File: src/design/psc_pkg.sv
// Package for the position sensor conditioner.
// Holds the item kinds, register indexes, sequencer states, widths and register resets.
// Used by psc_divider and position_sensor_conditioner_core.
`timescale 1ns / 1ps

package psc_pkg;

    localparam int SAMPLE_BITS  = 12;
    localparam int FILT_BITS    = SAMPLE_BITS + 8;       // filter state, counts x256
    localparam int MUL_B_BITS   = 9;                     // 256 - alpha needs 9 bits
    localparam int MUL_P_BITS   = FILT_BITS + MUL_B_BITS;
    localparam int DIVIDEND_BITS = 24;                   // |diff| * num < 2^24
    localparam int DIVISOR_BITS = 8;
    localparam int DIV_CNT_BITS = $clog2(DIVIDEND_BITS + 1);

    localparam int CFG_DATA_BITS = 12;
    localparam int OUT_DATA_BITS = 72;                   // 66 payload bits, byte padded
    localparam int IN_DATA_BITS  = 32;                   // 28 payload bits, byte padded

    // register reset values
    localparam logic [7:0]  ALPHA_RST     = 8'd240;
    localparam logic [7:0]  NUM_RST       = 8'd37;
    localparam logic [7:0]  DEN_RST       = 8'd10;
    localparam logic [11:0] MIN_RST       = 12'd10;
    localparam logic [11:0] MAX_RST       = 12'd4090;
    localparam logic [7:0]  STUCK_LIM_RST = 8'd10;
    localparam logic [7:0]  TMO_LIM_RST   = 8'd3;
    localparam logic [7:0]  MOTION_RST    = 8'd2;

    localparam logic [7:0]  COUNT_MAX     = 8'd255;
    localparam logic [MUL_B_BITS-1:0] ALPHA_ONE = MUL_B_BITS'(256);

    typedef enum logic [2:0] {
        KIND_SAMPLE      = 3'd0,
        KIND_TIMEOUT     = 3'd1,
        KIND_INIT        = 3'd2,
        KIND_ZERO_CAL    = 3'd3,
        KIND_ZERO_ONLY   = 3'd4,
        KIND_LOAD_OFFSET = 3'd5,
        KIND_CLEAR_FAULT = 3'd6
    } psc_kind_t;

    typedef enum logic [2:0] {
        CFG_ALPHA      = 3'd0,
        CFG_NUM        = 3'd1,
        CFG_DEN        = 3'd2,
        CFG_MIN        = 3'd3,
        CFG_MAX        = 3'd4,
        CFG_STUCK_LIM  = 3'd5,
        CFG_TMO_LIM    = 3'd6,
        CFG_MOTION     = 3'd7
    } psc_cfg_t;

    typedef enum logic [2:0] {
        ST_IDLE,
        ST_MUL_OLD,
        ST_MUL_NEW,
        ST_SCALE,
        ST_DIV,
        ST_REPORT
    } psc_state_t;

    typedef struct packed {
        logic                     busy;
        logic                     done;
        logic [DIVIDEND_BITS-1:0] quotient;
    } psc_div_stat_t;

endpackage

File: src/design/psc_divider.sv
// Bit-serial restoring divider, one quotient bit per cycle, unsigned.
// Depends on psc_pkg for widths and the status struct.
`timescale 1ns / 1ps

module psc_divider
(
    input  logic                                 clk,
    input  logic                                 rst_n,
    input  logic                                 start,
    input  logic [psc_pkg::DIVIDEND_BITS-1:0]    dividend,
    input  logic [psc_pkg::DIVISOR_BITS-1:0]     divisor,
    output psc_pkg::psc_div_stat_t               stat
);

    logic                                busy_reg, busy_next;
    logic                                done_reg, done_next;
    logic [psc_pkg::DIV_CNT_BITS-1:0]    cnt_reg, cnt_next;
    logic [psc_pkg::DIVISOR_BITS-1:0]    rem_reg, rem_next;
    logic [psc_pkg::DIVISOR_BITS-1:0]    den_reg, den_next;
    logic [psc_pkg::DIVIDEND_BITS-1:0]   quo_reg, quo_next;
    logic [psc_pkg::DIVISOR_BITS:0]      trial;
    logic [psc_pkg::DIVISOR_BITS:0]      trial_sub;

    always_comb
    begin
        busy_next = busy_reg;
        done_next = 1'b0;
        cnt_next  = cnt_reg;
        rem_next  = rem_reg;
        den_next  = den_reg;
        quo_next  = quo_reg;
        // shift in the next dividend bit, subtract when it fits
        trial     = {rem_reg, quo_reg[psc_pkg::DIVIDEND_BITS-1]};
        trial_sub = trial - {1'b0, den_reg};
        if (start)
        begin
            busy_next = 1'b1;
            cnt_next  = psc_pkg::DIV_CNT_BITS'(psc_pkg::DIVIDEND_BITS);
            rem_next  = '0;
            den_next  = divisor;
            quo_next  = dividend;
        end
        else if (busy_reg)
        begin
            if (trial >= {1'b0, den_reg})
            begin
                rem_next = trial_sub[psc_pkg::DIVISOR_BITS-1:0];
                quo_next = {quo_reg[psc_pkg::DIVIDEND_BITS-2:0], 1'b1};
            end
            else
            begin
                rem_next = trial[psc_pkg::DIVISOR_BITS-1:0];
                quo_next = {quo_reg[psc_pkg::DIVIDEND_BITS-2:0], 1'b0};
            end
            cnt_next = cnt_reg - psc_pkg::DIV_CNT_BITS'(1);
            if (cnt_reg == psc_pkg::DIV_CNT_BITS'(1))
            begin
                busy_next = 1'b0;
                done_next = 1'b1;
            end
        end
    end

    always_ff @(posedge clk or negedge rst_n)
    begin
        if (!rst_n)
        begin
            busy_reg <= 1'b0;
            done_reg <= 1'b0;
            cnt_reg  <= '0;
        end
        else
        begin
            busy_reg <= busy_next;
            done_reg <= done_next;
            cnt_reg  <= cnt_next;
        end
    end

    always_ff @(posedge clk)
    begin
        rem_reg <= rem_next;
        den_reg <= den_next;
        quo_reg <= quo_next;
    end

    assign stat.busy     = busy_reg;
    assign stat.done     = done_reg;
    assign stat.quotient = quo_reg;

endmodule

File: src/design/position_sensor_conditioner_core.sv
// Top level of the position sensor conditioner: sequencer, shared multiplier, state.
// Depends on psc_pkg and psc_divider.
`timescale 1ns / 1ps
//
// Usage:
//   Input stream (s_axis_*): one transaction per item. tuser carries the item
//   kind (sample, timeout, init, zero+calibrate, zero only, load offset, clear
//   fault); tdata carries the raw sample and the offset value.
//   Output stream (m_axis_*): exactly one result transaction per input item,
//   reporting depth, delta, direction, last raw sample, zero offset and flags.
//   Config port: cfg_we/cfg_index/cfg_data writes one register per cycle; write
//   only while the block is idle.
//
// Processing:
//   A valid sample is accepted in idle, then takes two multiply passes (old and new
//   filter terms), one scale multiply, the bit-serial division, a wait state that
//   collects the quotient and the report state. The bit-serial divider dominates
//   the latency. All other items go from accept straight to the report state.
//   One item is in flight at a time.
//
// Reset: registers return to their defaults, all conditioning state clears,
//   the block is not ready until an init item arrives.
// Stall: a result sits in the output register until m_axis_tready; no new
//   item is accepted while it waits.

module position_sensor_conditioner_core
(
    input  logic                                  clk,
    input  logic                                  rst_n,
    // config write port
    input  logic                                  cfg_we,
    input  logic [2:0]                            cfg_index,
    input  logic [psc_pkg::CFG_DATA_BITS-1:0]     cfg_data,
    // input stream
    input  logic                                  s_axis_tvalid,
    output logic                                  s_axis_tready,
    input  logic [psc_pkg::IN_DATA_BITS-1:0]      s_axis_tdata,  // [11:0] sample, [27:12] offset_value
    input  logic [2:0]                            s_axis_tuser,  // [2:0] kind
    // output stream
    output logic                                  m_axis_tvalid,
    input  logic                                  m_axis_tready,
    // [15:0] depth, [32:16] depth_delta, [34:33] direction, [46:35] raw_sample,
    // [62:47] zero_offset, [63] fault, [64] calibrated, [65] ready_res
    output logic [psc_pkg::OUT_DATA_BITS-1:0]     m_axis_tdata
);

    localparam int SB = psc_pkg::SAMPLE_BITS;
    localparam int FB = psc_pkg::FILT_BITS;
    localparam int PB = psc_pkg::MUL_P_BITS;

    // configuration registers
    logic [7:0]     alpha_reg, num_reg, den_reg, stuck_lim_reg, tmo_lim_reg, motion_reg;
    logic [11:0]    min_reg, max_reg;

    // conditioning state
    psc_pkg::psc_state_t      state_reg, state_next;
    logic [FB-1:0]            filt_reg, filt_next;
    logic signed [15:0]       depth_now_reg, depth_now_next;
    logic signed [15:0]       depth_before_reg, depth_before_next;
    logic signed [15:0]       zero_ref_reg, zero_ref_next;
    logic [SB-1:0]            raw_last_reg, raw_last_next;
    logic [SB-1:0]            prev_raw_reg, prev_raw_next;
    logic [7:0]               stuck_cnt_reg, stuck_cnt_next;
    logic [7:0]               tmo_cnt_reg, tmo_cnt_next;
    logic                     fault_reg, fault_next;
    logic                     cal_reg, cal_next;
    logic                     ready_reg, ready_next;

    // working registers
    logic [SB-1:0]            samp_reg, samp_next;
    logic [PB-1:0]            acc_reg, acc_next;
    logic                     neg_reg, neg_next;

    // output register
    logic                                 out_valid_reg, out_valid_next;
    logic [psc_pkg::OUT_DATA_BITS-1:0]    out_data_reg, out_data_next;

    // item fields
    psc_pkg::psc_kind_t       in_kind;
    logic [SB-1:0]            in_sample;
    logic signed [15:0]       in_offset;
    logic                     accept;

    // shared multiplier
    logic [FB-1:0]                     mul_a;
    logic [psc_pkg::MUL_B_BITS-1:0]    mul_b;
    logic [PB-1:0]                     mul_p;
    logic [PB:0]                       filt_sum;

    // misc datapath
    logic signed [15:0]       filt_counts;
    logic signed [16:0]       diff;
    logic [15:0]              diff_mag;
    logic [7:0]               stuck_inc, tmo_inc;
    logic signed [16:0]       delta;
    logic signed [16:0]       thr;
    logic [1:0]               dir;
    logic [psc_pkg::DIVISOR_BITS-1:0] div_den;
    logic                     div_start;
    psc_pkg::psc_div_stat_t   div_stat;
    logic signed [15:0]       depth_sat;

    assign in_kind   = psc_pkg::psc_kind_t'(s_axis_tuser);
    assign in_sample = s_axis_tdata[SB-1:0];
    assign in_offset = s_axis_tdata[SB+15:SB];

    assign s_axis_tready = (state_reg == psc_pkg::ST_IDLE) && !out_valid_reg;
    assign accept        = s_axis_tvalid && s_axis_tready;

    assign mul_p    = mul_a * mul_b;
    assign filt_sum = {1'b0, acc_reg} + {1'b0, mul_p[PB-9:0], 8'b0};

    // filtered/256 as a 16-bit two's complement count
    assign filt_counts = 16'(filt_reg[FB-1:8]);
    assign diff        = 17'(filt_counts) - 17'(zero_ref_reg);
    assign diff_mag    = diff[16] ? 16'(-diff) : diff[15:0];

    assign stuck_inc = (stuck_cnt_reg == psc_pkg::COUNT_MAX) ? stuck_cnt_reg : stuck_cnt_reg + 8'd1;
    assign tmo_inc   = (tmo_cnt_reg == psc_pkg::COUNT_MAX) ? tmo_cnt_reg : tmo_cnt_reg + 8'd1;

    assign div_den = (den_reg == '0) ? 8'd1 : den_reg;

    // saturate the signed quotient to 16 bits
    always_comb
    begin
        if (neg_reg)
        begin
            if (div_stat.quotient > 24'd32768)
                depth_sat = 16'sh8000;
            else
                depth_sat = 16'(-div_stat.quotient[15:0]);
        end
        else
        begin
            if (div_stat.quotient > 24'd32767)
                depth_sat = 16'sh7FFF;
            else
                depth_sat = div_stat.quotient[15:0];
        end
    end

    // result from the registered state
    assign delta = 17'(depth_now_reg) - 17'(depth_before_reg);
    assign thr   = {9'b0, motion_reg};
    always_comb
    begin
        if (delta > thr)
            dir = 2'b11;
        else if (delta < -thr)
            dir = 2'b01;
        else
            dir = 2'b00;
    end

    psc_divider u_div
    (
        .clk      (clk),
        .rst_n    (rst_n),
        .start    (div_start),
        .dividend (mul_p[psc_pkg::DIVIDEND_BITS-1:0]),
        .divisor  (div_den),
        .stat     (div_stat)
    );

    // sequencer
    always_comb
    begin
        state_next        = state_reg;
        filt_next         = filt_reg;
        depth_now_next    = depth_now_reg;
        depth_before_next = depth_before_reg;
        zero_ref_next     = zero_ref_reg;
        raw_last_next     = raw_last_reg;
        prev_raw_next     = prev_raw_reg;
        stuck_cnt_next    = stuck_cnt_reg;
        tmo_cnt_next      = tmo_cnt_reg;
        fault_next        = fault_reg;
        cal_next          = cal_reg;
        ready_next        = ready_reg;
        samp_next         = samp_reg;
        acc_next          = acc_reg;
        neg_next          = neg_reg;
        out_valid_next    = out_valid_reg;
        out_data_next     = out_data_reg;
        mul_a             = '0;
        mul_b             = '0;
        div_start         = 1'b0;

        if (out_valid_reg && m_axis_tready)
            out_valid_next = 1'b0;

        case (state_reg)
            psc_pkg::ST_IDLE:
            begin
                if (accept)
                begin
                    state_next = psc_pkg::ST_REPORT;
                    case (in_kind)
                        psc_pkg::KIND_SAMPLE:
                        begin
                            if (ready_reg)
                            begin
                                if (in_sample < min_reg || in_sample > max_reg)
                                    fault_next = 1'b1;
                                else
                                begin
                                    if (in_sample == prev_raw_reg)
                                    begin
                                        stuck_cnt_next = stuck_inc;
                                        if (stuck_inc >= stuck_lim_reg)
                                            fault_next = 1'b1;
                                    end
                                    else
                                        stuck_cnt_next = '0;
                                    prev_raw_next = in_sample;
                                    tmo_cnt_next  = '0;
                                    raw_last_next = in_sample;
                                    samp_next     = in_sample;
                                    state_next    = psc_pkg::ST_MUL_OLD;
                                end
                            end
                        end
                        psc_pkg::KIND_TIMEOUT:
                        begin
                            if (ready_reg)
                            begin
                                tmo_cnt_next = tmo_inc;
                                if (tmo_inc >= tmo_lim_reg)
                                    fault_next = 1'b1;
                            end
                        end
                        psc_pkg::KIND_INIT:
                        begin
                            raw_last_next     = in_sample;
                            filt_next         = {in_sample, 8'b0};
                            depth_now_next    = '0;
                            depth_before_next = '0;
                            zero_ref_next     = 16'(in_sample);
                            cal_next          = 1'b0;
                            ready_next        = 1'b1;
                        end
                        psc_pkg::KIND_ZERO_CAL, psc_pkg::KIND_ZERO_ONLY:
                        begin
                            zero_ref_next     = filt_counts;
                            depth_now_next    = '0;
                            depth_before_next = '0;
                            if (in_kind == psc_pkg::KIND_ZERO_CAL)
                                cal_next = 1'b1;
                        end
                        psc_pkg::KIND_LOAD_OFFSET:
                        begin
                            zero_ref_next = in_offset;
                            if (in_offset != '0)
                                cal_next = 1'b1;
                        end
                        psc_pkg::KIND_CLEAR_FAULT:
                        begin
                            fault_next     = 1'b0;
                            stuck_cnt_next = '0;
                            tmo_cnt_next   = '0;
                        end
                        default: ;  // unused kind: report only
                    endcase
                end
            end

            psc_pkg::ST_MUL_OLD:
            begin
                // alpha * old filter value
                mul_a      = filt_reg;
                mul_b      = {1'b0, alpha_reg};
                acc_next   = mul_p;
                state_next = psc_pkg::ST_MUL_NEW;
            end

            psc_pkg::ST_MUL_NEW:
            begin
                // (256 - alpha) * sample, scaled by 256, added to the old term
                mul_a             = FB'(samp_reg);
                mul_b             = psc_pkg::ALPHA_ONE - {1'b0, alpha_reg};
                filt_next         = filt_sum[FB+7:8];
                depth_before_next = depth_now_reg;
                state_next        = psc_pkg::ST_SCALE;
            end

            psc_pkg::ST_SCALE:
            begin
                // |filtered - zero| * num into the divider
                mul_a      = FB'(diff_mag);
                mul_b      = {1'b0, num_reg};
                neg_next   = diff[16];
                div_start  = 1'b1;
                state_next = psc_pkg::ST_DIV;
            end

            psc_pkg::ST_DIV:
            begin
                if (div_stat.done)
                begin
                    depth_now_next = depth_sat;
                    state_next     = psc_pkg::ST_REPORT;
                end
            end

            psc_pkg::ST_REPORT:
            begin
                out_valid_next = 1'b1;
                out_data_next  = {6'b0, ready_reg, cal_reg, fault_reg, zero_ref_reg,
                                  raw_last_reg, dir, delta, depth_now_reg};
                state_next     = psc_pkg::ST_IDLE;
            end

            default:
                state_next = psc_pkg::ST_IDLE;
        endcase
    end

    // config registers
    always_ff @(posedge clk or negedge rst_n)
    begin
        if (!rst_n)
        begin
            alpha_reg     <= psc_pkg::ALPHA_RST;
            num_reg       <= psc_pkg::NUM_RST;
            den_reg       <= psc_pkg::DEN_RST;
            min_reg       <= psc_pkg::MIN_RST;
            max_reg       <= psc_pkg::MAX_RST;
            stuck_lim_reg <= psc_pkg::STUCK_LIM_RST;
            tmo_lim_reg   <= psc_pkg::TMO_LIM_RST;
            motion_reg    <= psc_pkg::MOTION_RST;
        end
        else if (cfg_we)
        begin
            case (psc_pkg::psc_cfg_t'(cfg_index))
                psc_pkg::CFG_ALPHA:     alpha_reg     <= cfg_data[7:0];
                psc_pkg::CFG_NUM:       num_reg       <= cfg_data[7:0];
                psc_pkg::CFG_DEN:       den_reg       <= cfg_data[7:0];
                psc_pkg::CFG_MIN:       min_reg       <= cfg_data;
                psc_pkg::CFG_MAX:       max_reg       <= cfg_data;
                psc_pkg::CFG_STUCK_LIM: stuck_lim_reg <= cfg_data[7:0];
                psc_pkg::CFG_TMO_LIM:   tmo_lim_reg   <= cfg_data[7:0];
                psc_pkg::CFG_MOTION:    motion_reg    <= cfg_data[7:0];
                default: ;
            endcase
        end
    end

    // control and architectural state
    always_ff @(posedge clk or negedge rst_n)
    begin
        if (!rst_n)
        begin
            state_reg        <= psc_pkg::ST_IDLE;
            filt_reg         <= '0;
            depth_now_reg    <= '0;
            depth_before_reg <= '0;
            zero_ref_reg     <= '0;
            raw_last_reg     <= '0;
            prev_raw_reg     <= '0;
            stuck_cnt_reg    <= '0;
            tmo_cnt_reg      <= '0;
            fault_reg        <= 1'b0;
            cal_reg          <= 1'b0;
            ready_reg        <= 1'b0;
            out_valid_reg    <= 1'b0;
        end
        else
        begin
            state_reg        <= state_next;
            filt_reg         <= filt_next;
            depth_now_reg    <= depth_now_next;
            depth_before_reg <= depth_before_next;
            zero_ref_reg     <= zero_ref_next;
            raw_last_reg     <= raw_last_next;
            prev_raw_reg     <= prev_raw_next;
            stuck_cnt_reg    <= stuck_cnt_next;
            tmo_cnt_reg      <= tmo_cnt_next;
            fault_reg        <= fault_next;
            cal_reg          <= cal_next;
            ready_reg        <= ready_next;
            out_valid_reg    <= out_valid_next;
        end
    end

    // working and payload registers
    always_ff @(posedge clk)
    begin
        samp_reg     <= samp_next;
        acc_reg      <= acc_next;
        neg_reg      <= neg_next;
        out_data_reg <= out_data_next;
    end

    assign m_axis_tvalid = out_valid_reg;
    assign m_axis_tdata  = out_data_reg;

endmodule
File: config.mk
export PLATFORM = sky130hd
export DESIGN_NAME = position_sensor_conditioner_core
export DESIGN_NICKNAME = d
export VERILOG_FILES = /design/src/design/psc_pkg.sv /design/src/design/psc_divider.sv /design/src/design/position_sensor_conditioner_core.sv
export SDC_FILE = /design/constraint.sdc
export NUM_CORES = 1
export LEC_CHECK = 0
export BUFFER_PORTS_ARGS = -buffer_cell sky130_fd_sc_hd__buf_2
export CAP_MARGIN = 20
export CELL_PAD_IN_SITES_DETAIL_PLACEMENT = 0
export CELL_PAD_IN_SITES_GLOBAL_PLACEMENT = 2
export CORE_ASPECT_RATIO = 0.6
export CORE_MARGIN = 5
export CORE_UTILIZATION = 40
export DETAILED_ROUTE_END_ITERATION = 10
export HOLD_SLACK_MARGIN = 0.03
export MAX_ROUTING_LAYER = met4
export PLACE_DENSITY_LB_ADDON = 0.1
export SLEW_MARGIN = 10
export SYNTH_ARGS = -nofsm -noshare
export SYNTH_HDL_FRONTEND = slang
export SYNTH_SLANG_ARGS = --single-unit
File: constraint.sdc
create_clock -name clk -period 11.5 [get_ports clk]
set_clock_uncertainty 0.2 [all_clocks]
set_input_delay 0.575 -clock clk [delete_from_list [all_inputs] [get_ports clk]]
set_output_delay 0.575 -clock clk [all_outputs]
set_load 0.01 [all_outputs]
Yosys cells after proc, flatten, opt, wreduce, memory -nomap -nowiden
Index checks and enable logic that the tools add are counted.
{"block": "word_totals", "reg_bits": 341, "inputBits": 55, "output_inout_bits": 74, "wordCells": 188}
{"block": "op_classes", "n_addsub": 11, "n_mul": 1, "order_cmp": 9, "eq_ne": 34, "mux": 60, "bitwise": 1, "reduce_logical": 40}
{"operator": "2-to-1 mux 16 bit", "n": 7}
{"operator": "2-to-1 mux 8 bit", "n": 9}
{"operator": "one-hot mux 16 bit (2 select lines)", "n": 2}
{"operator": "one-hot mux 20 bit (3 select lines)", "n": 1}
{"operator": "2-to-1 mux 24 bit", "n": 2}
{"operator": "one-hot mux 16 bit (3 select lines)", "n": 1}
{"operator": "2-to-1 mux 20 bit", "n": 2}
{"operator": "one-hot mux 20 bit (2 select lines)", "n": 1}
{"operator": "negator 16 bit", "n": 2}
{"operator": "adder 28 bit", "n": 1}
{"operator": "multiplier 20 x 9 -> 28 bit", "n": 1}
{"operator": "== test 3 bit, second input constant", "n": 9}
{"operator": "one-hot mux 9 bit (3 select lines)", "n": 1}
{"operator": "> comparator 24 x 15 -> 1 bit, second input constant", "n": 1}
{"operator": "> comparator 24 x 16 -> 1 bit, second input constant", "n": 1}
{"operator": "2-to-1 mux 12 bit", "n": 2}
{"operator": "one-hot mux 12 bit (2 select lines)", "n": 1}
{"operator": "one-hot mux 8 bit (3 select lines)", "n": 1}
{"operator": "AND reduction 5 bit", "n": 4}
{"operator": "2-to-1 mux 1 bit", "n": 19}
{"operator": "== test 3 x 2 -> 1 bit, second input constant", "n": 6}
{"operator": "AND reduction 2 bit", "n": 9}
{"operator": "> comparator 17 x 9 -> 1 bit", "n": 1}
{"operator": "< comparator 17 bit", "n": 1}
{"operator": "other kinds (38)", "n": 71}

Logic depth before layout (Yosys ltp)
Gate-level depths: netlist of run 1.
{"block": "depth", "ltp_word": 8, "mapped_depth": 40, "mapped_depth_nobuf": 39}

Cells and area by module
A second synthesis of run 1 with hierarchy kept.
{"block": "unflattened", "hier_cells": 2473, "area_unflattened_um2": 24496.0}
{"module": "position_sensor_conditioner_core", "n_inst": 1, "cells_each": 2279, "area_each_um2": 22087.4, "seq_area_each_um2": 7684.9}
{"module": "psc_divider", "n_inst": 1, "cells_each": 194, "area_each_um2": 2408.6, "seq_area_each_um2": 1296.2}

Worst setup path before layout of run 1
No wires, ideal clock.
{"block": "synth_path", "path_kind": "register to register", "from": "reg filt_reg[8]", "to": "reg filt_reg[19]", "setup_time_ns": 0.137, "t_arrival_ns": 8.222, "t_required_ns": 11.163, "setup_slack_ns": 2.941, "path_stages_with_launch": 36, "n_path_buf": 1, "synth_period_minus_slack_ns": 8.559, "path_cell_list": "dfrtp_1 -> inv_1 -> ha_1 -> fa_1 -> nand2b_1 -> a21oi_1 -> o2111ai_1 -> nand3_1 -> a31o_2 -> clkbuf_1 -> a21oi_1 -> a222oi_1 -> nor2_1 -> fa_1 -> fa_1 -> fa_1 -> inv_1 -> fa_1 -> inv_1 -> ha_1 -> nand3_1 -> nor4b_1 -> nor2_1 -> nand2_1 -> a21o_1 -> xor2_1 -> ha_1 -> inv_1 -> o22ai_1 -> o21a_1 -> a311o_1 -> a2111oi_0 -> nor3_1 -> a21oi_1 -> xnor2_1 -> a21oi_1"}
{"block": "synth_via", "elab_chain_cells": 7}
{"element": "start, declared", "line_no": "position_sensor_conditioner_core.sv:57", "source": "logic [FB-1:0] filt_reg, filt_next;"}
{"element": "start signal, assigned", "line_no": "position_sensor_conditioner_core.sv:370", "source": "filt_reg <= filt_next;"}
{"element": "subtractor 13 x 16 -> 17 bit", "line_no": "position_sensor_conditioner_core.sv:115", "source": "assign diff = 17'(filt_counts) - 17'(zero_ref_reg);"}
{"element": "negator 16 bit", "line_no": "position_sensor_conditioner_core.sv:116", "source": "assign diff_mag = diff[16] ? 16'(-diff) : diff[15:0];"}
{"element": "2-to-1 mux 16 bit", "line_no": "position_sensor_conditioner_core.sv:116"}
{"element": "one-hot mux 20 bit (3 select lines) *", "line_no": "position_sensor_conditioner_core.sv:192", "source": "case (state_reg)"}
{"element": "multiplier 20 x 9 -> 28 bit *", "line_no": "position_sensor_conditioner_core.sv:110", "source": "assign mul_p = mul_a * mul_b;"}
{"element": "via mul_p[13]", "line_no": "position_sensor_conditioner_core.sv:87", "source": "logic [PB-1:0] mul_p;"}
{"element": "adder 28 bit *", "line_no": "position_sensor_conditioner_core.sv:111", "source": "assign filt_sum = {1'b0, acc_reg} + {1'b0, mul_p[PB-9:0], 8'b0};"}
{"element": "one-hot mux 20 bit (2 select lines) *", "line_no": "position_sensor_conditioner_core.sv:192"}
The timed path passes the listed nets; every way through them passes the cells marked *.
A chain may end at the register's enable or synchronous reset.

Worst setup path after layout of run 1
Ends and elaborated chain as after synthesis.

==> results of run 1 <==
==> cell type report <==
type	count	area [um^2]
Fill cell	5581	32400
Multi-Input combinational cell	1744	13600
Sequential cell	333	8980
Clock buffer	48	1060
Inverter	263	987
Timing Repair Buffer	159	977
Tap cell	781	977
Clock inverter	18	185
Antenna cell	1	2.50
==> synthesized netlist by cell type, types with 33 or more instances <==
master                     count
sky130_fd_sc_hd__nand3_1      54
sky130_fd_sc_hd__nand2_1     283
sky130_fd_sc_hd__mux2_2       89
sky130_fd_sc_hd__o21ai_0     123
sky130_fd_sc_hd__nor2_1      156
sky130_fd_sc_hd__a21o_1       35
sky130_fd_sc_hd__clkbuf_1     78
sky130_fd_sc_hd__a22o_1       33
sky130_fd_sc_hd__edfxtp_1    131
sky130_fd_sc_hd__fa_1        130
sky130_fd_sc_hd__dfrtp_1     168
sky130_fd_sc_hd__a21oi_1     105
sky130_fd_sc_hd__xor2_1       38
sky130_fd_sc_hd__inv_1       262
sky130_fd_sc_hd__nand2b_1     53
sky130_fd_sc_hd__ha_1        175
sky130_fd_sc_hd__xnor2_1      81
==> power groups by stage <==
stage	combinational (uW)	sequential [uW]	clock [uW]
after global placement	5660	2090	0
after global routing	6490	2130	1340
final	5820	2080	1250
after CTS	5770	2080	1290
after floorplan	3950	1990	0
after detailed placement	5720	2100	0
==> logic make-up after synthesis <==
group,after synthesis,share of synthesized area [%]
XOR/XNOR,119,4.36
buffers and inverters,358,5.73
multiplexers,105,4.86
flip-flops,333,37.6
other,2,0.0314
AND/OR/NAND/NOR,740,14.7
AO/OA/AOI/OAI,462,12.7
adder cells (fa/ha/maj),305,20.1
==> per-stage QoR <==
stage / util (%) / total power [uW] / std cells
6_report: 45.3 / 9150 / 3347
5_1_grt: 45.3 / 9960 / 3346
4_1_cts: 45.1 / 9140 / 3341
3_5_place_dp: 43.0 / 7810 / 3275
3_3_place_gp: 43.0 / 7750 / 3275
2_1_floorplan: - / 5940 / 2435
==> layer usage <==
metal	up-vias	track usage, %	part of all wire [%]
li1	8564	-	-
met1	8873	36.0	54
met2	467	29.3	37
met3	57	4.37	7.4
met4	0	2.91	1.1
met5	-	-	0
==> worst max path at each step <==
stage / startpoint / endpoint / slack (ns) / cells past startpoint
after floorplan: filt_reg[8] / filt_reg[19] / 2.94 / 35
after global placement: filt_reg[8] / filt_reg[19] / 1.51 / 36
after detailed placement: filt_reg[8] / filt_reg[19] / 1.45 / 36
after CTS: filt_reg[8] / filt_reg[19] / 1.38 / 36
after global routing: filt_reg[8] / filt_reg[19] / 0.78 / 36
final: filt_reg[8] / filt_reg[19] / 1.37 / 36
==> timing repair <==
| action | 4_1_cts | 5_1_grt |
|---|---|---|
| setup buffers | 0 | 0 |
| endpoints found under the hold margin | 0 | 38 |
| hold buffers | 0 | 1 |
==> tightest hold or removal path: stages <==
cell and delay [ns]:
sky130_fd_sc_hd__buf_2 0.11, sky130_fd_sc_hd__nand2_1 0.05, sky130_fd_sc_hd__o21ai_0 0.07
==> impl_metrics.env, run 1 <==
export IMPL_worst_r2r_end="filt_reg[19]"
export IMPL_clock_tree_from_tritoncts="yes"
export IMPL_total_number_of_yosys_warnings=0
export IMPL_dieArea_mm2=0.0649
export IMPL_synth_edf_count=131
export IMPL_largest_reg_flops=66
export IMPL_cellPowerDensity_mw_per_mm2=342
export IMPL_post_synth_instance_area_mm2=0.0239
export IMPL_design_area_mm2=0.0268
export IMPL_grt_setup_unrepaired="no"
export IMPL_fp_dieH_um=199
export IMPL_critical_path_max_stage_delay_ns=0.63
export IMPL_clkTransAtPathRegs_ns=0.07
export IMPL_holdCritStartpoint="cfg_data[11]"
export IMPL_max_cap_violations=0
export IMPL_hold_crit_class="input pin to flop"
export IMPL_netlist_area_leader_share_pct=17.6
export IMPL_timing_worst_setup_path_type="flop to flop"
export IMPL_reg2reg_slack_ns=1.37
export IMPL_wl_um=70500
export IMPL_cellLeakagePower_uw=0.0122
export IMPL_die_x_um=326
export IMPL_p_int_uw=4640
export IMPL_max_slew_worst_pin_slew_ns=1.07
export IMPL_post_dp_hpwl_um=52900
export IMPL_yosys_register_bits=333
export IMPL_hold_viol=0
export IMPL_timing_critical_path_from_type="flop"
export IMPL_yosys_area_top_type="sky130_fd_sc_hd__dfrtp_1"
export IMPL_cts_sinks=333
export IMPL_timing_critical_path_fanout_max=14
export IMPL_yosysSeqAreaShare_pct=37.6
export IMPL_layout_commonest_cell="sky130_fd_sc_hd__nand2_1"
export IMPL_final_setup_viol_count=0
export IMPL_distinct_cell_type_count_after_synthesis=80
export IMPL_final_nets=2897
export IMPL_dpl_cell_area_mm2=0.0254
export IMPL_power_frac_comb_pct=63.6
export IMPL_core_area_mm2=0.0591
export IMPL_crit_path_end_kind="flop"
export IMPL_netSwitchingFraction_pct=49.2
export IMPL_worstHoldEndpoint="max_reg[11]"
export IMPL_status="complete, no violations"
export IMPL_clk_insertion_delay_late_ns=0.54
export IMPL_worst_r2r_cell_count=36
export IMPL_floorplan_initialDensity_pct=40.4
export IMPL_firstDrtPassIters=5
export IMPL_pre_cts_ws_ns=1.45
export IMPL_fp_row_count=69
export IMPL_placement_io_buffers=118
export IMPL_finalSetupTns_ns=0
export IMPL_worst_path_max_delay_cell="sky130_fd_sc_hd__a21oi_1"
export IMPL_synthesis_area_per_instance_um2=9.86
export IMPL_resize_count_post_cts=0
export IMPL_first_global_vias=17900
export IMPL_synth_async_sr_flop_share_pct=58.3
export IMPL_area_delta_synth_final_pct=12.1
export IMPL_vdd_ir_drop_max_v=0.000244
export IMPL_gate_count_post_synth=2424
export IMPL_setup_slack_ns=1.37
export IMPL_remaining_drcs=0
export IMPL_grt_use_total_pct=22.4
export IMPL_worstPathArrival_ns=10.31
export IMPL_routedWlPerCell_um=21.1
export IMPL_maxSlewViolCount=0
export IMPL_total_switching_power_uw=4510
export IMPL_synth_top_cells_by_area="sky130_fd_sc_hd__dfrtp_1 18%, sky130_fd_sc_hd__edfxtp_1 16%, sky130_fd_sc_hd__fa_1 11%"
export IMPL_clk_root_buffer_cell="sky130_fd_sc_hd__clkbuf_16"
export IMPL_layout_worst_path_cycle_share_pct=88.1
export IMPL_drive_above_1_share_pct=13.9
export IMPL_io_pin_count=129
export IMPL_clock_tree_buffer_depth=3
export IMPL_critPathRequiredTime_ns=11.68
export IMPL_finalHoldWorstSlack_ns=0.0668
export IMPL_synth_ff_type="sky130_fd_sc_hd__dfrtp_1"
export IMPL_share_clk_of_total_power_pct=13.6
export IMPL_fmaxAchievable_mhz=98.7
export IMPL_critical_path_top_delay_family="adder cells"
export IMPL_path_buf_inv=4
export IMPL_power_frac_seq_pct=22.7
export IMPL_slew_limit_headroom_pct=28.3
export IMPL_global_route_overflow_total=0
export IMPL_detail_route_antenna_nets=0
export IMPL_cts_buffers_inserted=36
export IMPL_grt_start_max_net_pins=121
export IMPL_grt_antenna_before_repair=8
export IMPL_num_vias=18000
export IMPL_weighted_congestion_reported_at_the_end_of_routability_driven_placement=0.844
export IMPL_drt_vias_per_instance=5.37
export IMPL_layout_min_cycle_time_ns=10.13
export IMPL_crit_reg2reg_launch="filt_reg[8]"
export IMPL_clock_tree_htree_level_count=2
export IMPL_hold_path_cell_count=3
export IMPL_drt_iter0_markers=1298
export IMPL_grt_first_pass_wirelength_um=109000
export IMPL_layout_cells_most_common_list="283 x sky130_fd_sc_hd__nand2_1, 262 x sky130_fd_sc_hd__inv_1, 175 x sky130_fd_sc_hd__ha_1"
Note: power is estimated with default switching activity, not from simulation.
==> inputs of run 2 (changes only) <==
clock period = 12.1 ns   (was 11.5 ns; I/O delays follow)
==> run 2 against run 1 <==
  * Final cell count barely moved
  * Flip-flop and latch count is the same
  * Power shrank 6.2%
  * Critical path depth grew 1
  * Clock power fell by 10%
  * Global-route usage is 0.15 points higher
  * Design area is 0.36% lower
  * First-iteration DRC count fell by 0.77%
  * Register-to-register slack improved by 0.42 ns
  * Worst setup slack better by 0.42 ns
  * Sequential power down 5%
  * Critical endpoint unchanged
  * Largest cell class unchanged
  * Largest power group unchanged
==> impl_metrics.env, run 2 (same netlist as run 1, synthesis figures left out) <==
export IMPL_status="complete, no violations"
export IMPL_post_dp_hpwl_um=53300
export IMPL_fillCellCount=5703
export IMPL_detail_route_antenna_nets=0
export IMPL_dieArea_mm2=0.0649
export IMPL_netSwitchingFraction_pct=48.9
export IMPL_drt_vias_per_instance=5.38
export IMPL_timing_critical_path_fanout_max=8
export IMPL_slew_limit_headroom_pct=30.4
export IMPL_routedWlPerCell_um=21.3
export IMPL_io_pin_count=129
export IMPL_critPathRequiredTime_ns=12.28
export IMPL_power_frac_comb_pct=64.1
export IMPL_cellLeakagePower_uw=0.0122
export IMPL_weighted_congestion_reported_at_the_end_of_routability_driven_placement=0.852
export IMPL_core_area_mm2=0.0591
export IMPL_clock_tree_from_tritoncts="yes"
export IMPL_share_clk_of_total_power_pct=13.0
export IMPL_hold_crit_class="input pin to flop"
export IMPL_critical_path_max_stage_delay_ns=0.61
export IMPL_clkTransAtPathRegs_ns=0.07
export IMPL_design_power_total_uw=8590
export IMPL_grt_start_max_net_pins=119
export IMPL_floorplan_initialDensity_pct=40.4
export IMPL_resize_count_post_cts=0
export IMPL_largest_reg_flops=66
export IMPL_grt_use_total_pct=22.5
export IMPL_timing_worst_setup_path_type="flop to flop"
export IMPL_cts_post_setup_buffers_inserted=0
export IMPL_clock_tree_buffer_depth=3
export IMPL_die_x_um=326
export IMPL_final_core_utilization_pct=45.1
export IMPL_global_route_overflow_total=0
export IMPL_cts_sinks=333
export IMPL_layout_min_cycle_time_ns=10.31
export IMPL_worst_path_max_delay_cell="sky130_fd_sc_hd__o21ai_1"
export IMPL_crit_path_end_kind="flop"
export IMPL_final_nets=2899
export IMPL_num_vias=18000
export IMPL_fmaxAchievable_mhz=97.0
export IMPL_grt_antenna_before_repair=6
export IMPL_cellPowerDensity_mw_per_mm2=322
export IMPL_hold_viol=0
export IMPL_area_delta_synth_final_pct=11.7
export IMPL_timing_critical_path_from_type="flop"
export IMPL_fp_row_count=69
export IMPL_placement_io_buffers=118
export IMPL_cts_buffers_inserted=36
export IMPL_vdd_ir_drop_max_v=0.000170
export IMPL_max_cap_violations=0
export IMPL_wl_um=71400
export IMPL_finalSetupTns_ns=0
export IMPL_remaining_drcs=0
export IMPL_worstPathArrival_ns=10.49
export IMPL_p_int_uw=4380
export IMPL_drt_iter0_markers=1288
export IMPL_drive_above_1_share_pct=13.8
export IMPL_first_global_vias=18000
export IMPL_total_switching_power_uw=4200
export IMPL_fp_dieH_um=199
export IMPL_clk_insertion_delay_late_ns=0.55
export IMPL_setup_slack_ns=1.79
export IMPL_grt_setup_unrepaired="no"
export IMPL_final_setup_viol_count=0
export IMPL_firstDrtPassIters=5
export IMPL_maxSlewViolCount=0
export IMPL_clk_root_buffer_cell="sky130_fd_sc_hd__clkbuf_16"
export IMPL_grt_first_pass_wirelength_um=110000
export IMPL_layout_cells_most_common_list="283 x sky130_fd_sc_hd__nand2_1, 262 x sky130_fd_sc_hd__inv_1, 175 x sky130_fd_sc_hd__ha_1"
export IMPL_layout_commonest_cell="sky130_fd_sc_hd__nand2_1"
export IMPL_layout_worst_path_cycle_share_pct=85.2
export IMPL_max_slew_worst_pin_slew_ns=1.04
export IMPL_clock_tree_htree_level_count=2
export IMPL_pre_cts_ws_ns=1.90
export IMPL_power_frac_seq_pct=22.9
==> run 2: layer usage <==
metal | part of all wire (%) | routed length, um | vias up | track usage (%)
met1 | 53 | 37500 | 8919 | 34.8
met4 | 1.3 | 922 | 0 | 3.26
met2 | 39 | 27600 | 473 | 30.3
met5 | 0 | 0 | - | -
met3 | 7.6 | 5400 | 70 | 5.41
li1 | - | - | 8564 | -
==> run 2: stage by stage <==
stage	hold WS (ns)	cell area (um^2)	cells
floorplan	0.109	23900	2435
global placement	0.228	25400	3278
detailed placement	0.231	25400	3278
CTS	0.0657	26600	3344
global route	0.0692	26700	3348
finish	0.0908	26700	3349
==> run 2: path summary, 6_finish.rpt <==
path | start | endpoint | slack, ns | cells past startpoint
hold / removal | cfg_data[11] | max_reg[11] | 0.09 | 3
min in group asynchronous | rst_n | stuck_cnt_reg[2] | 0.30 | 2
hold reg to reg | raw_last_reg[8] | m_axis_tdata[43] | 0.25 | 0
setup / recovery | filt_reg[8] | filt_reg[19] | 1.79 | 37
setup reg to reg | filt_reg[8] | filt_reg[19] | 1.79 | 37
max in group asynchronous | rst_n | den_reg[3] | 9.74 | 5
==> run 2: layout make-up <==
type	count	area, um^2	share of cell area [%]
Multi-Input combinational cell	1744	13600	51.0
Sequential cell	333	8980	33.7
Clock buffer	48	1020	3.81
Inverter	263	987	3.70
Tap cell	781	977	3.66
Timing Repair Buffer	161	955	3.58
Clock inverter	18	159	0.596
Antenna cell	1	2.50	0.00938
==> run 2: worst max-delay path: cells and delay by family, from the launching register on <==
| family | cells | cell delay [ns] |
|---|---|---|
| buffers and inverters | 5 | 0.37 |
| flip-flops | 1 | 0.44 |
| AO/OA/AOI/OAI | 11 | 3.09 |
| AND/OR/NAND/NOR | 9 | 1.62 |
| XOR/XNOR | 4 | 0.86 |
| adder cells (fa/ha/maj) | 8 | 3.54 |
==> run 2: power groups by stage <==
| stage | combinational [uW] | clock [uW] | sequential, uW |
|---|---|---|---|
| finish | 5500 | 1120 | 1970 |
| global placement | 5350 | 0 | 1970 |
| detailed placement | 5400 | 0 | 1980 |
| floorplan | 3760 | 0 | 1890 |
| CTS | 5450 | 1150 | 1970 |
| global route | 6130 | 1200 | 2010 |
==> run 2: repair_timing <==
item,CTS,global route
setup endpoints to repair,0,0
hold endpoints to repair,0,25
hold buffers,0,1
==> inputs of run 3 (changes only) <==
ABC_AREA = 1   (was not set)
ABC_CLOCK_PERIOD_IN_PS = 12100   (was not set)
==> run 3 against run 2 <==
  * Utilization about the same
  * Combinational power fell by 96%
  * Wire length is 4.2% higher
  * Design area up 3.3%
  * Clock power rose by 5%
  * Synthesized cell count rose by 23%
  * Non-clock buffer count decreased by 16
  * Final cell count increased by 18%
  * Global-route usage is 0.075 points lower
  * Die area grew 3.5%
  * Hold slack got worse by 0.017 ns
  * Worst setup slack improved by 1.2 ns
  * Largest cell class unchanged
  * Largest power group is now registers
==> impl_metrics.env, run 3 <==
export IMPL_status="complete, no violations"
export IMPL_post_dp_hpwl_um=57400
export IMPL_worstPathArrival_ns=9.32
export IMPL_area_sequential_mm2=0.00898
export IMPL_first_global_vias=19300
export IMPL_ys_top_cells_by_count="664 x sky130_fd_sc_hd__nand2_1, 527 x sky130_fd_sc_hd__inv_1, 220 x sky130_fd_sc_hd__o21ai_0"
export IMPL_firstDrtPassIters=6
export IMPL_slew_limit_headroom_pct=35.2
export IMPL_dp_cells=3890
export IMPL_wl_um=74400
export IMPL_max_slew_worst_pin_slew_ns=0.971
export IMPL_remaining_drcs=0
export IMPL_fmaxAchievable_mhz=110
export IMPL_synth_top_cells_by_area="sky130_fd_sc_hd__dfrtp_1 17%, sky130_fd_sc_hd__edfxtp_1 16%, sky130_fd_sc_hd__fa_1 11%"
export IMPL_layout_cells_most_common_list="664 x sky130_fd_sc_hd__nand2_1, 527 x sky130_fd_sc_hd__inv_1, 220 x sky130_fd_sc_hd__o21ai_0"
export IMPL_timing_worst_setup_path_type="flop to flop"
export IMPL_yosys_register_bits=333
export IMPL_core_area_mm2=0.0611
export IMPL_yosysSeqAreaShare_pct=36.3
export IMPL_library_cell_with_the_highest_instance_count_after_synthesis="sky130_fd_sc_hd__nand2_1"
export IMPL_fp_row_count=70
export IMPL_final_nets=3466
export IMPL_clock_tree_from_tritoncts="yes"
export IMPL_placement_io_buffers=118
export IMPL_netlist_area_leader_share_pct=17.0
export IMPL_reg2reg_slack_ns=3.03
export IMPL_die_x_um=331
export IMPL_grt_antenna_before_repair=2
export IMPL_crit_path_end_kind="flop"
export IMPL_io_pin_count=129
export IMPL_distinct_cell_type_count_after_synthesis=67
export IMPL_critical_path_most_common_cell="sky130_fd_sc_hd__inv_1"
export IMPL_timing_critical_path_fanout_max=37
export IMPL_fillCellCount=6178
export IMPL_synth_async_sr_flop_share_pct=58.3
export IMPL_layout_commonest_cell="sky130_fd_sc_hd__nand2_1"
export IMPL_worst_r2r_end="filt_reg[17]"
export IMPL_cellPowerDensity_mw_per_mm2=96.9
export IMPL_dieArea_mm2=0.0671
export IMPL_crit_reg2reg_launch="state_reg[2]"
export IMPL_detail_route_antenna_nets=0
export IMPL_clk_root_buffer_cell="sky130_fd_sc_hd__clkbuf_16"
export IMPL_max_cap_violations=0
export IMPL_finalSetupTns_ns=0
export IMPL_global_route_overflow_total=0
export IMPL_maxSlewViolCount=0
export IMPL_final_cell_count_no_fill=3963
export IMPL_total_number_of_yosys_warnings=0
export IMPL_grt_start_max_net_pins=77
export IMPL_final_setup_viol_count=0
export IMPL_clk_insertion_delay_late_ns=0.57
export IMPL_yosys_area_top_type="sky130_fd_sc_hd__dfrtp_1"
export IMPL_hold_crit_class="input pin to flop"
export IMPL_critPathRequiredTime_ns=12.35
export IMPL_area_delta_synth_final_pct=11.3
export IMPL_vdd_ir_drop_max_v=0.0000960
export IMPL_post_synth_instance_area_mm2=0.0248
export IMPL_routedWlPerCell_um=18.8
export IMPL_fp_dieH_um=203
export IMPL_hold_viol=0
export IMPL_cts_sinks=333
export IMPL_layout_min_cycle_time_ns=9.07
export IMPL_clock_tree_htree_level_count=2
export IMPL_grt_first_pass_wirelength_um=115000
export IMPL_drive_above_1_share_pct=11.2
export IMPL_largest_reg_flops=66
export IMPL_clkTransAtPathRegs_ns=0.06
export IMPL_timing_critical_path_from_type="flop"
export IMPL_critical_path_max_stage_delay_ns=0.70
export IMPL_critical_path_endpoint="filt_reg[17]"
export IMPL_synth_edf_count=131
export IMPL_num_vias=20100
export IMPL_drt_iter0_markers=1700
export IMPL_layout_worst_path_cycle_share_pct=75.0
export IMPL_cts_post_setup_buffers_inserted=0
export IMPL_synth_ff_type="sky130_fd_sc_hd__dfrtp_1"
export IMPL_multiInputGateArea_mm2=0.0134
export IMPL_weighted_congestion_reported_at_the_end_of_routability_driven_placement=0.897
export IMPL_cts_buffers_inserted=37
export IMPL_grt_use_total_pct=22.5
export IMPL_floorplan_initialDensity_pct=40.5
export IMPL_worst_r2r_cell_count=33
export IMPL_worst_path_max_delay_cell="sky130_fd_sc_hd__clkinv_1"
export IMPL_gate_count_post_synth=2981
export IMPL_cellLeakagePower_uw=0.0137
export IMPL_synthesis_area_per_instance_um2=8.31
export IMPL_crit_start="state_reg[2]"
export IMPL_grt_setup_unrepaired="no"
export IMPL_drt_vias_per_instance=5.06
export IMPL_hold_path_cell_count=3
export IMPL_clock_tree_buffer_depth=3
-- run 3: layer usage --
| metal | GRT usage, % | vias to the layer above | wire [um] |
|---|---|---|---|
| met5 | - | - | 0 |
| met4 | 3.43 | 0 | 936 |
| met3 | 3.93 | 66 | 4880 |
| met2 | 28.7 | 532 | 27700 |
| met1 | 36.8 | 9605 | 40800 |
| li1 | - | 9856 | - |
-- run 3: worst min path at each step --
stage               startpoint          endpoint
2_1_floorplan            rst_n      alpha_reg[0]
3_3_place_gp   raw_last_reg[4]  m_axis_tdata[39]
3_5_place_dp   zero_ref_reg[6]  m_axis_tdata[53]
4_1_cts            cfg_data[7]     motion_reg[7]
5_1_grt            cfg_data[7]     motion_reg[7]
6_report           cfg_data[1]     motion_reg[1]
-- run 3: stage by stage --
stage	power, uW	area [um^2]	worst slack, ns	util [%]	hold WS (ns)
after floorplan	1430	24800	4.79	-	0.109
after global placement	1500	26300	3.13	43.0	0.230
after detailed placement	1510	26300	3.00	43.0	0.233
after CTS	2710	27500	3.01	45.0	0.0362
after global routing	2800	27600	2.33	45.1	0.0668
final	2670	27600	3.03	45.1	0.0737
-- run 3: cells by family after synthesis --
group	count (synthesis)	synth area share (%)
AOI/OAI and AO/OA	531	12.4
buffers and inverters	624	9.85
and+or+nand+nor	1117	19.6
DFF	333	36.3
adders and majority gates	305	19.4
other	2	0.0303
xor gates and xnor gates	69	2.47
-- run 3: report_power, final --
part | leakage [uW] | switching (uW) | internal [uW] | total (uW)
Clock | 0.000594 | 509 | 673 | 1180
Sequential | 0.00341 | 32.5 | 1230 | 1260
Combinational | 0.00966 | 148 | 82.7 | 230
-- run 3: cell type report --
| type | instances | area share, % |
|---|---|---|
| Antenna cell | 1 | 0.00908 |
| Clock buffer | 55 | 3.97 |
| Clock inverter | 12 | 0.490 |
| Inverter | 554 | 7.58 |
| Multi-Input combinational cell | 2035 | 48.6 |
| Sequential cell | 333 | 32.6 |
| Tap cell | 828 | 3.76 |
| Timing Repair Buffer | 145 | 3.02 |
-- run 3: timing repair --
action / CTS / global route
setup endpoints to repair: 0 / 0
resized for setup: 0 / 0
endpoints found under the hold margin: 44 / 0
hold buffers: 2 / 0
-- run 3: critical path, delay by kind of cell, from the launching register on --
kind / cells / cell delay [ns]
adders and majority gates: 6 / 2.58
buffers and inverters: 8 / 2.04
and+or+nand+nor: 11 / 1.95
AOI/OAI and AO/OA: 7 / 1.27
DFF: 1 / 0.64
xor gates and xnor gates: 1 / 0.23
